--- src/rtl/kdh_pkg.sv ---
// kdh_pkg: shared types, constants and keycode ROM for the keypad debounce
// and HID report block. No dependencies.
package kdh_pkg;

  localparam int NUM_SLOTS = 6;
  localparam int RAW_BITS  = 6;

  localparam logic [3:0] THRESHOLD_RESET = 4'd10;
  localparam logic [9:0] IDLE_RESET      = 10'd500;

  typedef enum logic [1:0] {
    CMD_SCAN = 2'd0,
    CMD_TICK = 2'd1,
    CMD_POLL = 2'd2,
    CMD_NONE = 2'd3
  } cmd_t;

  typedef enum logic [0:0] {
    REG_THRESHOLD = 1'b0,
    REG_IDLE      = 1'b1
  } reg_index_t;

  typedef enum logic [2:0] {
    ST_IDLE   = 3'b001,
    ST_STEP   = 3'b010,
    ST_FINISH = 3'b100
  } state_t;

  typedef logic [NUM_SLOTS-1:0][7:0] report_t;

  // sequencer controls to the key ring and report builder
  typedef struct packed {
    logic start;
    logic step;
    logic scan;
  } seq_ctl_t;

  // key currently at the head of the ring
  typedef struct packed {
    logic       down;
    logic       first;
    logic       last;
    logic [2:0] row;
    logic [2:0] col;
  } key_pos_t;

  localparam logic [7:0] KEY_ROM [2][2][3] = '{
    '{ '{8'h00, 8'h21, 8'h22}, '{8'h1E, 8'h1F, 8'h20} },
    '{ '{8'h00, 8'h26, 8'h27}, '{8'h23, 8'h24, 8'h25} }
  };

  function automatic logic [7:0] rom_code(input logic layer, input logic [2:0] row,
                                          input logic [2:0] col);
    logic [7:0] code;
    code = 8'h00;
    if (row < 3'd2 && col < 3'd3)
      code = KEY_ROM[layer][row[0]][col[1:0]];
    return code;
  endfunction

endpackage

--- src/rtl/kdh_key_ring.sv ---
// kdh_key_ring: debounce counters held in a rotating ring with one shared
// saturating up/down unit at its head. Depends on kdh_pkg.
module kdh_key_ring #(
  parameter int KEY_ROWS = 2,
  parameter int KEY_COLS = 3
) (
  input  logic                             clk,
  input  logic                             rst,
  input  kdh_pkg::seq_ctl_t                ctl,
  input  logic [3:0]                       threshold,
  input  logic [kdh_pkg::RAW_BITS-1:0]     raw_keys,
  output kdh_pkg::key_pos_t                pos
);
  import kdh_pkg::*;

  localparam int NumKeys = KEY_ROWS * KEY_COLS;
  localparam int RowW    = (KEY_ROWS > 1) ? $clog2(KEY_ROWS) : 1;
  localparam int ColW    = (KEY_COLS > 1) ? $clog2(KEY_COLS) : 1;

  logic [3:0]          ring [NumKeys];
  logic [RAW_BITS-1:0] raw_sh;
  logic [RowW-1:0]     row;
  logic [ColW-1:0]     col;
  logic [3:0]          head;
  logic [3:0]          head_next;
  logic                col_last;

  assign head     = ring[0];
  assign col_last = (col == ColW'(KEY_COLS - 1));

  always_comb begin
    head_next = head;
    if (ctl.scan) begin
      if (raw_sh[0]) begin
        if (head < threshold)
          head_next = head + 4'd1;
      end else if (head != 4'd0) begin
        head_next = head - 4'd1;
      end
    end
  end

  always_ff @(posedge clk) begin
    if (rst) begin
      for (int i = 0; i < NumKeys; i++)
        ring[i] <= 4'd0;
      row    <= '0;
      col    <= '0;
      raw_sh <= '0;
    end else if (ctl.start) begin
      row    <= '0;
      col    <= '0;
      raw_sh <= raw_keys;
    end else if (ctl.step) begin
      for (int i = 0; i < NumKeys - 1; i++)
        ring[i] <= ring[i+1];
      ring[NumKeys-1] <= head_next;
      raw_sh <= {1'b0, raw_sh[RAW_BITS-1:1]};
      if (col_last) begin
        col <= '0;
        row <= row + RowW'(1);
      end else begin
        col <= col + ColW'(1);
      end
    end
  end

  assign pos.down  = (head == threshold);
  assign pos.first = (row == '0) && (col == '0);
  assign pos.last  = (row == RowW'(KEY_ROWS - 1)) && col_last;
  assign pos.row   = 3'(row);
  assign pos.col   = 3'(col);

endmodule

--- src/rtl/kdh_report.sv ---
// kdh_report: compacts pressed keys into report slots one key per cycle and
// holds the last sent report. Depends on kdh_pkg.
module kdh_report #(
  parameter int MAX_REPORT_KEYS = 6
) (
  input  logic              clk,
  input  logic              rst,
  input  kdh_pkg::seq_ctl_t ctl,
  input  kdh_pkg::key_pos_t pos,
  input  logic              store,
  output kdh_pkg::report_t  report,
  output logic              differs
);
  import kdh_pkg::*;

  localparam logic [2:0] MaxSlots = 3'(MAX_REPORT_KEYS);

  report_t    last;
  logic [2:0] used;
  logic       layer;

  always_ff @(posedge clk) begin
    if (rst) begin
      last  <= '0;
      used  <= 3'd0;
      layer <= 1'b0;
    end else begin
      if (ctl.start) begin
        used   <= 3'd0;
        report <= '0;
      end else if (ctl.step && !ctl.scan) begin
        if (pos.first) begin
          layer <= pos.down;
        end else if (pos.down && used < MaxSlots) begin
          report[used] <= rom_code(layer, pos.row, pos.col);
          used         <= used + 3'd1;
        end
      end
      if (store)
        last <= report;
    end
  end

  assign differs = (report != last);

endmodule

--- src/rtl/keypad_debounce_hid_report.sv ---
// keypad_debounce_hid_report: top level, sequencer, registers and result stage.
// Scan and poll items pass every counter through the shared debounce unit, one
// counter per cycle; a tick only steps the idle countdown down.
// A poll waits in its finish state while an earlier result is still unread.
// Synchronous reset: counters, last report and idle countdown clear, registers
// load threshold 10 and idle period 500. Depends on kdh_pkg, kdh_key_ring, kdh_report.
module keypad_debounce_hid_report #(
  parameter int KEY_ROWS        = 2,
  parameter int KEY_COLS        = 3,
  parameter int MAX_REPORT_KEYS = 6
) (
  input  logic                         clk,
  input  logic                         rst,
  input  logic                         cfg_write,
  input  logic [0:0]                   cfg_index,
  input  logic [9:0]                   cfg_data,
  input  logic                         item_valid,
  output logic                         item_stall,
  input  logic [1:0]                   cmd,
  input  logic [kdh_pkg::RAW_BITS-1:0] raw_keys,
  input  logic                         endpoint_ready,
  output logic                         result_valid,
  input  logic                         result_stall,
  output logic                         sent,
  output logic [7:0]                   key_code_0,
  output logic [7:0]                   key_code_1,
  output logic [7:0]                   key_code_2,
  output logic [7:0]                   key_code_3,
  output logic [7:0]                   key_code_4,
  output logic [7:0]                   key_code_5
);
  import kdh_pkg::*;

  state_t    state;
  logic [3:0] threshold;
  logic [9:0] idle_period;
  logic [9:0] idle_remaining;
  logic       scan_op;
  logic       ready_q;
  report_t    result;
  report_t    report;
  seq_ctl_t   ctl;
  key_pos_t   pos;
  logic       accept;
  logic       out_free;
  logic       finish;
  logic       expired;
  logic       send;
  logic       differs;
  cmd_t       cmd_in;

  assign cmd_in     = cmd_t'(cmd);
  assign item_stall = (state != ST_IDLE);
  assign accept     = item_valid && !item_stall;
  assign out_free   = !result_valid || !result_stall;
  assign finish     = (state == ST_FINISH) && (scan_op || out_free);
  assign expired    = (idle_period != 10'd0) && (idle_remaining == 10'd0);
  assign send       = ready_q && (expired || differs);

  assign ctl.start = accept && (cmd_in == CMD_SCAN || cmd_in == CMD_POLL);
  assign ctl.step  = (state == ST_STEP);
  assign ctl.scan  = scan_op;

  kdh_key_ring #(
    .KEY_ROWS (KEY_ROWS),
    .KEY_COLS (KEY_COLS)
  ) u_ring (
    .clk       (clk),
    .rst       (rst),
    .ctl       (ctl),
    .threshold (threshold),
    .raw_keys  (raw_keys),
    .pos       (pos)
  );

  kdh_report #(
    .MAX_REPORT_KEYS (MAX_REPORT_KEYS)
  ) u_report (
    .clk     (clk),
    .rst     (rst),
    .ctl     (ctl),
    .pos     (pos),
    .store   (finish && !scan_op && send),
    .report  (report),
    .differs (differs)
  );

  always_ff @(posedge clk) begin
    if (rst) begin
      state          <= ST_IDLE;
      threshold      <= THRESHOLD_RESET;
      idle_period    <= IDLE_RESET;
      idle_remaining <= 10'd0;
      scan_op        <= 1'b0;
      ready_q        <= 1'b0;
      result_valid   <= 1'b0;
      sent           <= 1'b0;
    end else begin
      if (cfg_write) begin
        unique case (reg_index_t'(cfg_index))
          REG_THRESHOLD: threshold   <= cfg_data[3:0];
          REG_IDLE:      idle_period <= cfg_data;
        endcase
      end

      if (finish && !scan_op)
        result_valid <= 1'b1;
      else if (result_valid && !result_stall)
        result_valid <= 1'b0;

      unique case (state)
        ST_IDLE: begin
          if (accept) begin
            scan_op <= (cmd_in == CMD_SCAN);
            ready_q <= endpoint_ready;
            if (cmd_in == CMD_SCAN || cmd_in == CMD_POLL)
              state <= ST_STEP;
            else if (cmd_in == CMD_TICK && idle_remaining != 10'd0)
              idle_remaining <= idle_remaining - 10'd1;
          end
        end
        ST_STEP: begin
          if (pos.last)
            state <= ST_FINISH;
        end
        ST_FINISH: begin
          if (finish) begin
            state <= ST_IDLE;
            if (!scan_op) begin
              if (expired)
                idle_remaining <= idle_period;
              sent   <= send;
              result <= report;
            end
          end
        end
        default: state <= ST_IDLE;
      endcase
    end
  end

  assign key_code_0 = result[0];
  assign key_code_1 = result[1];
  assign key_code_2 = result[2];
  assign key_code_3 = result[3];
  assign key_code_4 = result[4];
  assign key_code_5 = result[5];

endmodule
--- config.mk ---
export PLATFORM = sky130hd
export DESIGN_NAME = keypad_debounce_hid_report
export DESIGN_NICKNAME = d
export VERILOG_FILES = /design/src/rtl/kdh_pkg.sv /design/src/rtl/kdh_key_ring.sv /design/src/rtl/kdh_report.sv /design/src/rtl/keypad_debounce_hid_report.sv
export SDC_FILE = /design/constraint.sdc
export NUM_CORES = 1
export LEC_CHECK = 0
export BUFFER_PORTS_ARGS = -buffer_cell sky130_fd_sc_hd__buf_2
export CAP_MARGIN = 30
export CELL_PAD_IN_SITES_DETAIL_PLACEMENT = 0
export CELL_PAD_IN_SITES_GLOBAL_PLACEMENT = 1
export CORE_MARGIN = 5
export CORE_UTILIZATION = 52
export DETAILED_ROUTE_END_ITERATION = 12
export PLACE_DENSITY_LB_ADDON = 0.1
export SLEW_MARGIN = 20
export SYNTH_ARGS = -nofsm -noshare
export SYNTH_HDL_FRONTEND = slang
export SYNTH_SLANG_ARGS = --single-unit
--- constraint.sdc ---
create_clock -name clk -period 11.1 [get_ports clk]
set_input_delay 0.555 -clock clk [delete_from_list [all_inputs] [get_ports clk]]
set_output_delay 0.555 -clock clk [all_outputs]
set_load 0.05 [all_outputs]
* After elaboration in Yosys (flattened, before gate mapping)
Memory sizes are Yosys's and may differ from the RTL's. Index checks and enable logic that the tools add are counted.
Word-level totals: bits in registers 188, word-level logic and storage cells 180, output and inout bits 51, input bits 25, memories 1, memory bits (writable) 24
Memories:
- u_ring.ring | depth 6, width 4, read ports 6, clocked after memory_dff 0, write ports 6, RTL line kdh_key_ring.sv:20 | logic [3:0] ring [NumKeys];
Cells by class: bitwise logic cells 15, eq/ne operators 18, magnitude comparators 9, $add $sub $neg 6, reductions and logical operators 46, multiplexer cells 54
Operators by type and width (count):
- $mux W48 | 5
- $mux W24 | 3
- $mux W8 | 9
- $mux W10 | 6
- $bwmux W48 | 1
- $ne A48 B48 Y1 | 1
- $mux W4 | 10
- $mux W35 | 1
- $demux W8 S3 | 1
- $pmux W10 S2 | 1
- $reduce_bool A10 Y1 | 2
- $ne A2 B2 Y1 const B | 9
- $bmux W8 S2 | 1
- $logic_and A1 B1 Y1 | 15
- $mux W3 | 4
- $mux W6 | 2
- $reduce_and A4 Y1 | 3
- $logic_not A10 Y1 | 1
- $reduce_bool A2 Y1 | 5
- $sub A10 B1 Y10 const B | 1
- $pmux W3 S3 | 1
- $reduce_and A3 Y1 | 3
- $mux W1 | 8
- $reduce_and A2 Y1 | 4
- other kinds (31) | 51

* Depth between registers and ports, before layout
word-level depth 20, gate-level depth with buffers 11, mapped depth without buffers 8

* Hierarchy
Synthesis repeated with hierarchy kept, for this count alone.
Second synthesis, totals: cell total of the unflattened synthesis 832, area total of the unflattened synthesis 9260.1 um2
By module, submodules not included:
- kdh_report | instances 1, seq. area each 2482.4 um2, area an instance 4644.5 um2, cells each 446
- keypad_debounce_hid_report | instances 1, seq. area each 2062.0 um2, area an instance 2962.8 um2, cells each 237
- kdh_key_ring | instances 1, seq. area each 900.9 um2, area an instance 1652.8 um2, cells each 149

* Least setup slack after synthesis
No wires, ideal clock.
kind flip-flop to flip-flop, start register state[0], end register u_report.report[0] (netlist bit) (enable), period minus slack after synthesis 4043 ps, setup time 454 ps, path buffers 1, required time 10646 ps, cell stages (with the launch flop) 7, path slack 7057 ps, arrival time 3589 ps, path through dfxtp_1 -> nor2b_1 -> nand3b_1 -> nor2_1 -> clkbuf_1 -> nor2_1 -> nor2_1
On the way: cells in the longest elaborated chain, start to end 6, elaborated cells on any way between the ends 10, classes of those cells eq/ne: 3; reduce/logical: 7
Ends and longest elaborated chain:
- from (decl) | RTL line keypad_debounce_hid_report.sv:34 | state_t state;
- from (signal assigned) | RTL line keypad_debounce_hid_report.sv:90 | state <= ST_IDLE;
- from (signal assigned) | RTL line keypad_debounce_hid_report.sv:117 | state <= ST_STEP;
- from (signal assigned) | RTL line keypad_debounce_hid_report.sv:124 | state <= ST_FINISH;
- $ne A3 B1 Y1 | RTL line keypad_debounce_hid_report.sv:53 | assign item_stall = (state != ST_IDLE);
- $logic_not A1 Y1 | RTL line keypad_debounce_hid_report.sv:54 | assign accept = item_valid && !item_stall;
- $logic_and A1 B1 Y1 | RTL line keypad_debounce_hid_report.sv:54
- $logic_and A1 B1 Y1 | RTL line keypad_debounce_hid_report.sv:60 | assign ctl.start = accept && (cmd_in == CMD_SCAN || cmd_in == CMD_POLL);
- $ne A2 B2 Y1 (no source line) or $reduce_bool A2 Y1 (tied branches)
- $reduce_and A4 Y1 (no source line) *
- to (signal, indexed assignment) | RTL line kdh_report.sv:35 | report[used] <= rom_code(layer, pos.row, pos.col);
- to (decl) | RTL line kdh_report.sv:11 | output kdh_pkg::report_t report,
Every way passes the cells marked *; elsewhere a longest branch is shown, timed or not. A chain may end at the register's enable or synchronous reset.

* Worst setup path in the final report
start register state[0], end register u_report.report[40] (netlist bit) (enable)
The elaborated chain is that of the path after synthesis.

==> run_results.csv <==
group,metric,value,unit
route,firstDrtPassIters,5,
clocking,cts-root-buf,"clkbuf_16",
route,wl_per_cell,17.44,µm
placed_design,port-buffer-count,75,
global_route,grt_pass1_vias,6312,
floorplanning,ios,76,
floorplanning,num_rows,49,
synthesis,syn_nets,901,
final_layout,final_cells,1169,
clocking,clk_pin_slew,0.06,ns
power,seq_power_share,50.9,%
clocking,cts.repair.resized,0,
clocking,cts_tree,"done",
synthesis,synth_area,9622,µm²
power,p_sw,404.8,µW
clocking,clkLatencyLatePin,0.51,ns
setup_path,slowest_stage,"buf_4",
placed_design,gp_congestion,0.8162,
setup_path,cp.arrival,3.01,ns
clocking,ctsHoldBuffers,0,
global_route,grt_max_degree,87,
route,via_count,6463,
hold_path,min_path_type,"input pin to flip-flop",
power,swShare,23.53,%
floorplanning,coreArea,18090,µm²
power,p_leak,0.003780,µW
synthesis,ys.warnings.count,0,
sta,rsz0062_at_grt,"false",
synthesis,synth_seq_cells,212,
sta,maxSlewViolCount,0,
placed_design,dp.cells,1126,
power,power,1720,µW
route,viasPerCell,5.529,
setup_path,crit_path_end_kind,"flip-flop",
floorplanning,fp.dieW,146.0,µm
clocking,numCtsBuffers,23,
clocking,htreeDepth,1,
power,power_density,159.0,nW/µm²
run,drv_cap,0,
sta,slew_headroom,39.20,%
global_route,overflow,0,
setup_path,worstSetupPathType,"flip-flop to flip-flop",
sta,setup_violations,0,
global_route,grt_usage,18.46,%
floorplanning,die_h,146.0,µm
power,clockPowerShare,39.8,%
final_layout,final_cell_mix,"edfxtp_1 (120), nand2b_1 (108), dfxtp_1 (92)",
sta,hold_violations,0,
synthesis,netlist_instances,865,
final_layout,drive_above_1_share,13.30,%
synthesis,synthFlopType,"edfxtp_1",
route,drc,0,
setup_path,start_kind,"flip-flop",
route,drtIter0Drc,352,
final_layout,final_common_cell,"edfxtp_1",
setup_path,crit_path_cell_trace,"nor2b_1, nand3b_1, nor2_4, buf_4, nor2_1, nor2_4, buf_4",
global_route,antenna_found_initial,0,
synthesis,ys_seq_area_share,56.59,%
synthesis,avgSynthCellArea,11.12,µm²
synthesis,postSynth.asyncResetShare,0,%
placed_design,placed_area,10140,µm²
placed_design,hpwl,13.76,mm
sta,fin_tns_setup,0,ns
setup_path,cpPeakStageDelay,0.50,ns
clocking,cts_sinks,212,
final_layout,fin_nets,960,
global_route,grt_pass1_wl,32.75,mm
setup_path,crit_family,"simple AND/OR/NAND/NOR gates",
sta,fmax,0.3470,GHz
setup_path,critical_path_required,11.23,ns
final_layout,antenna_cells,0,
clocking,clockBufferDepth,3,
power,pwr-share-comb,9.2,%
route,final_antenna_net_count,0,
power,ir_drop,97.05,µV
sta,tightest_slew,0.9120,ns
final_layout,fin_util,59.82,%
clocking,post-cts-setup-buffers,0,
final_layout,design_area,10820,µm²
route,wl,20.39,mm
sta,period_share,25.97,%
sta,fin_skew,0.02022,ns
floorplanning,start_util,53.20,%
floorplanning,dieArea,21320,µm²
power,p_int,1315,µW
synthesis,synth-edff-count,120,
outcome,status,"finished clean",
sta,timing.final.crit_period,2.882,ns
setup_path,worst-path-max-fanout,52,
final_layout,syn_to_final_growth,12.44,%
setup_path,path_buf_inv,2,
synthesis,synth_cell_types,66,
state kept, by name (all words and copies together), names as in the netlist, 4 cells and up:
register and cells:
idle_period 10, idle_remaining 10, key_code_0 8, key_code_1 8, key_code_2 8, key_code_3 8, key_code_4 8, key_code_5 8
threshold 4, u_report.last 48, u_report.report 48, u_ring.raw_sh 6, u_ring.ring 24
area by class of cell:
| cell class | instances | area, µm² |
|---|---|---|
| Tap cell | 229 | 286.5 |
| Clock buffer | 36 | 644.4 |
| Inverter | 14 | 52.55 |
| Clock inverter | 5 | 22.52 |
| Timing Repair Buffer | 82 | 437.9 |
| Multi-Input combinational cell | 591 | 3930 |
| Fill cell | 1507 | 7267 |
| Sequential cell | 212 | 5445 |
worst register-to-register path: stages, from the launching register on:
cell and delay (ns):
dfxtp_1 0.43, nor2b_1 0.36, nand3b_1 0.28, nor2_4 0.13
buf_4 0.47, nor2_1 0.17, nor2_4 0.10, buf_4 0.50
power by group through the flow:
stage	clock network [µW]	logic [µW]	registers [µW]
4_1_cts	702	158	876
6_report	685	159	876
3_3_place_gp	0	153	891
3_5_place_dp	0	157	893
2_1_floorplan	0	128	883
5_1_grt	737	177	879
through the flow:
step	setup slack (ns)	hold WS (ns)
global placement	8.352	0.4458
finish	8.218	0.2960
CTS	8.222	0.2770
global route	7.959	0.2906
detailed placement	8.262	0.4489
floorplan	7.057	0.4440
cell usage after synthesis (3+ instances only):
cell type    n  share of area, %
nand4_1     14              0.91
a211oi_1    20               1.6
clkbuf_1    39               1.5
xnor2_1     51               4.6
a22oi_1      4              0.31
a21oi_1     53               2.8
nor3b_1      7              0.55
o21ai_0     11              0.57
nor3_1      17              0.88
nor2b_1      6              0.39
nand2_1     72               2.8
a211o_1      6              0.55
nor4_1       5              0.33
and2_1      22               1.4
and3_1      18               1.2
inv_1       13              0.51
nand3b_1     3              0.23
or3_1        4              0.26
o21a_1       3              0.23
nand3_1     14              0.73
ha_1        11               1.4
dfxtp_1     92                19
buf_2        3              0.16
mux2i_1     55               5.7
o22ai_1      6              0.39
nor2_1      39               1.5
nand2b_1   108               7.0
or3b_2       3              0.27
edfxtp_1   120                37
layer usage:
layer / wire (µm) / share of wire, % / vias to the layer above / track usage [%]
met5: 0 / 0 / - / 0
li1: - / - / 3200 / -
met1: 8919 / 44 / 3104 / 23.89
met2: 10100 / 50 / 134 / 32.38
met3: 1001 / 4.9 / 25 / 3.068
met4: 364 / 1.8 / 0 / 4.892
final timing paths:
check / start / to / slack (ns) / depth (start not counted)
worst max-delay path: state[0] / u_report.report[40] / 8.22 / 7
worst min register to register: sent / sent / 0.46 / 2
worst min-delay path: raw_keys[5] / u_ring.raw_sh[5] / 0.30 / 3
worst max register to register: state[0] / u_report.report[40] / 8.22 / 7
cells by family (layout without fill, tap and decap cells):
| family | after synthesis | after routing | synth area share [%] |
|---|---|---|---|
| compound gates | 125 | 125 | 8.492 |
| xor+xnor | 53 | 53 | 4.824 |
| fa+ha+maj | 11 | 11 | 1.430 |
| buf+inv | 62 | 137 | 2.848 |
| flops | 212 | 212 | 56.59 |
| mux | 56 | 56 | 5.839 |
| simple gates | 346 | 346 | 19.97 |
Power figures use the tool's default switching activity.
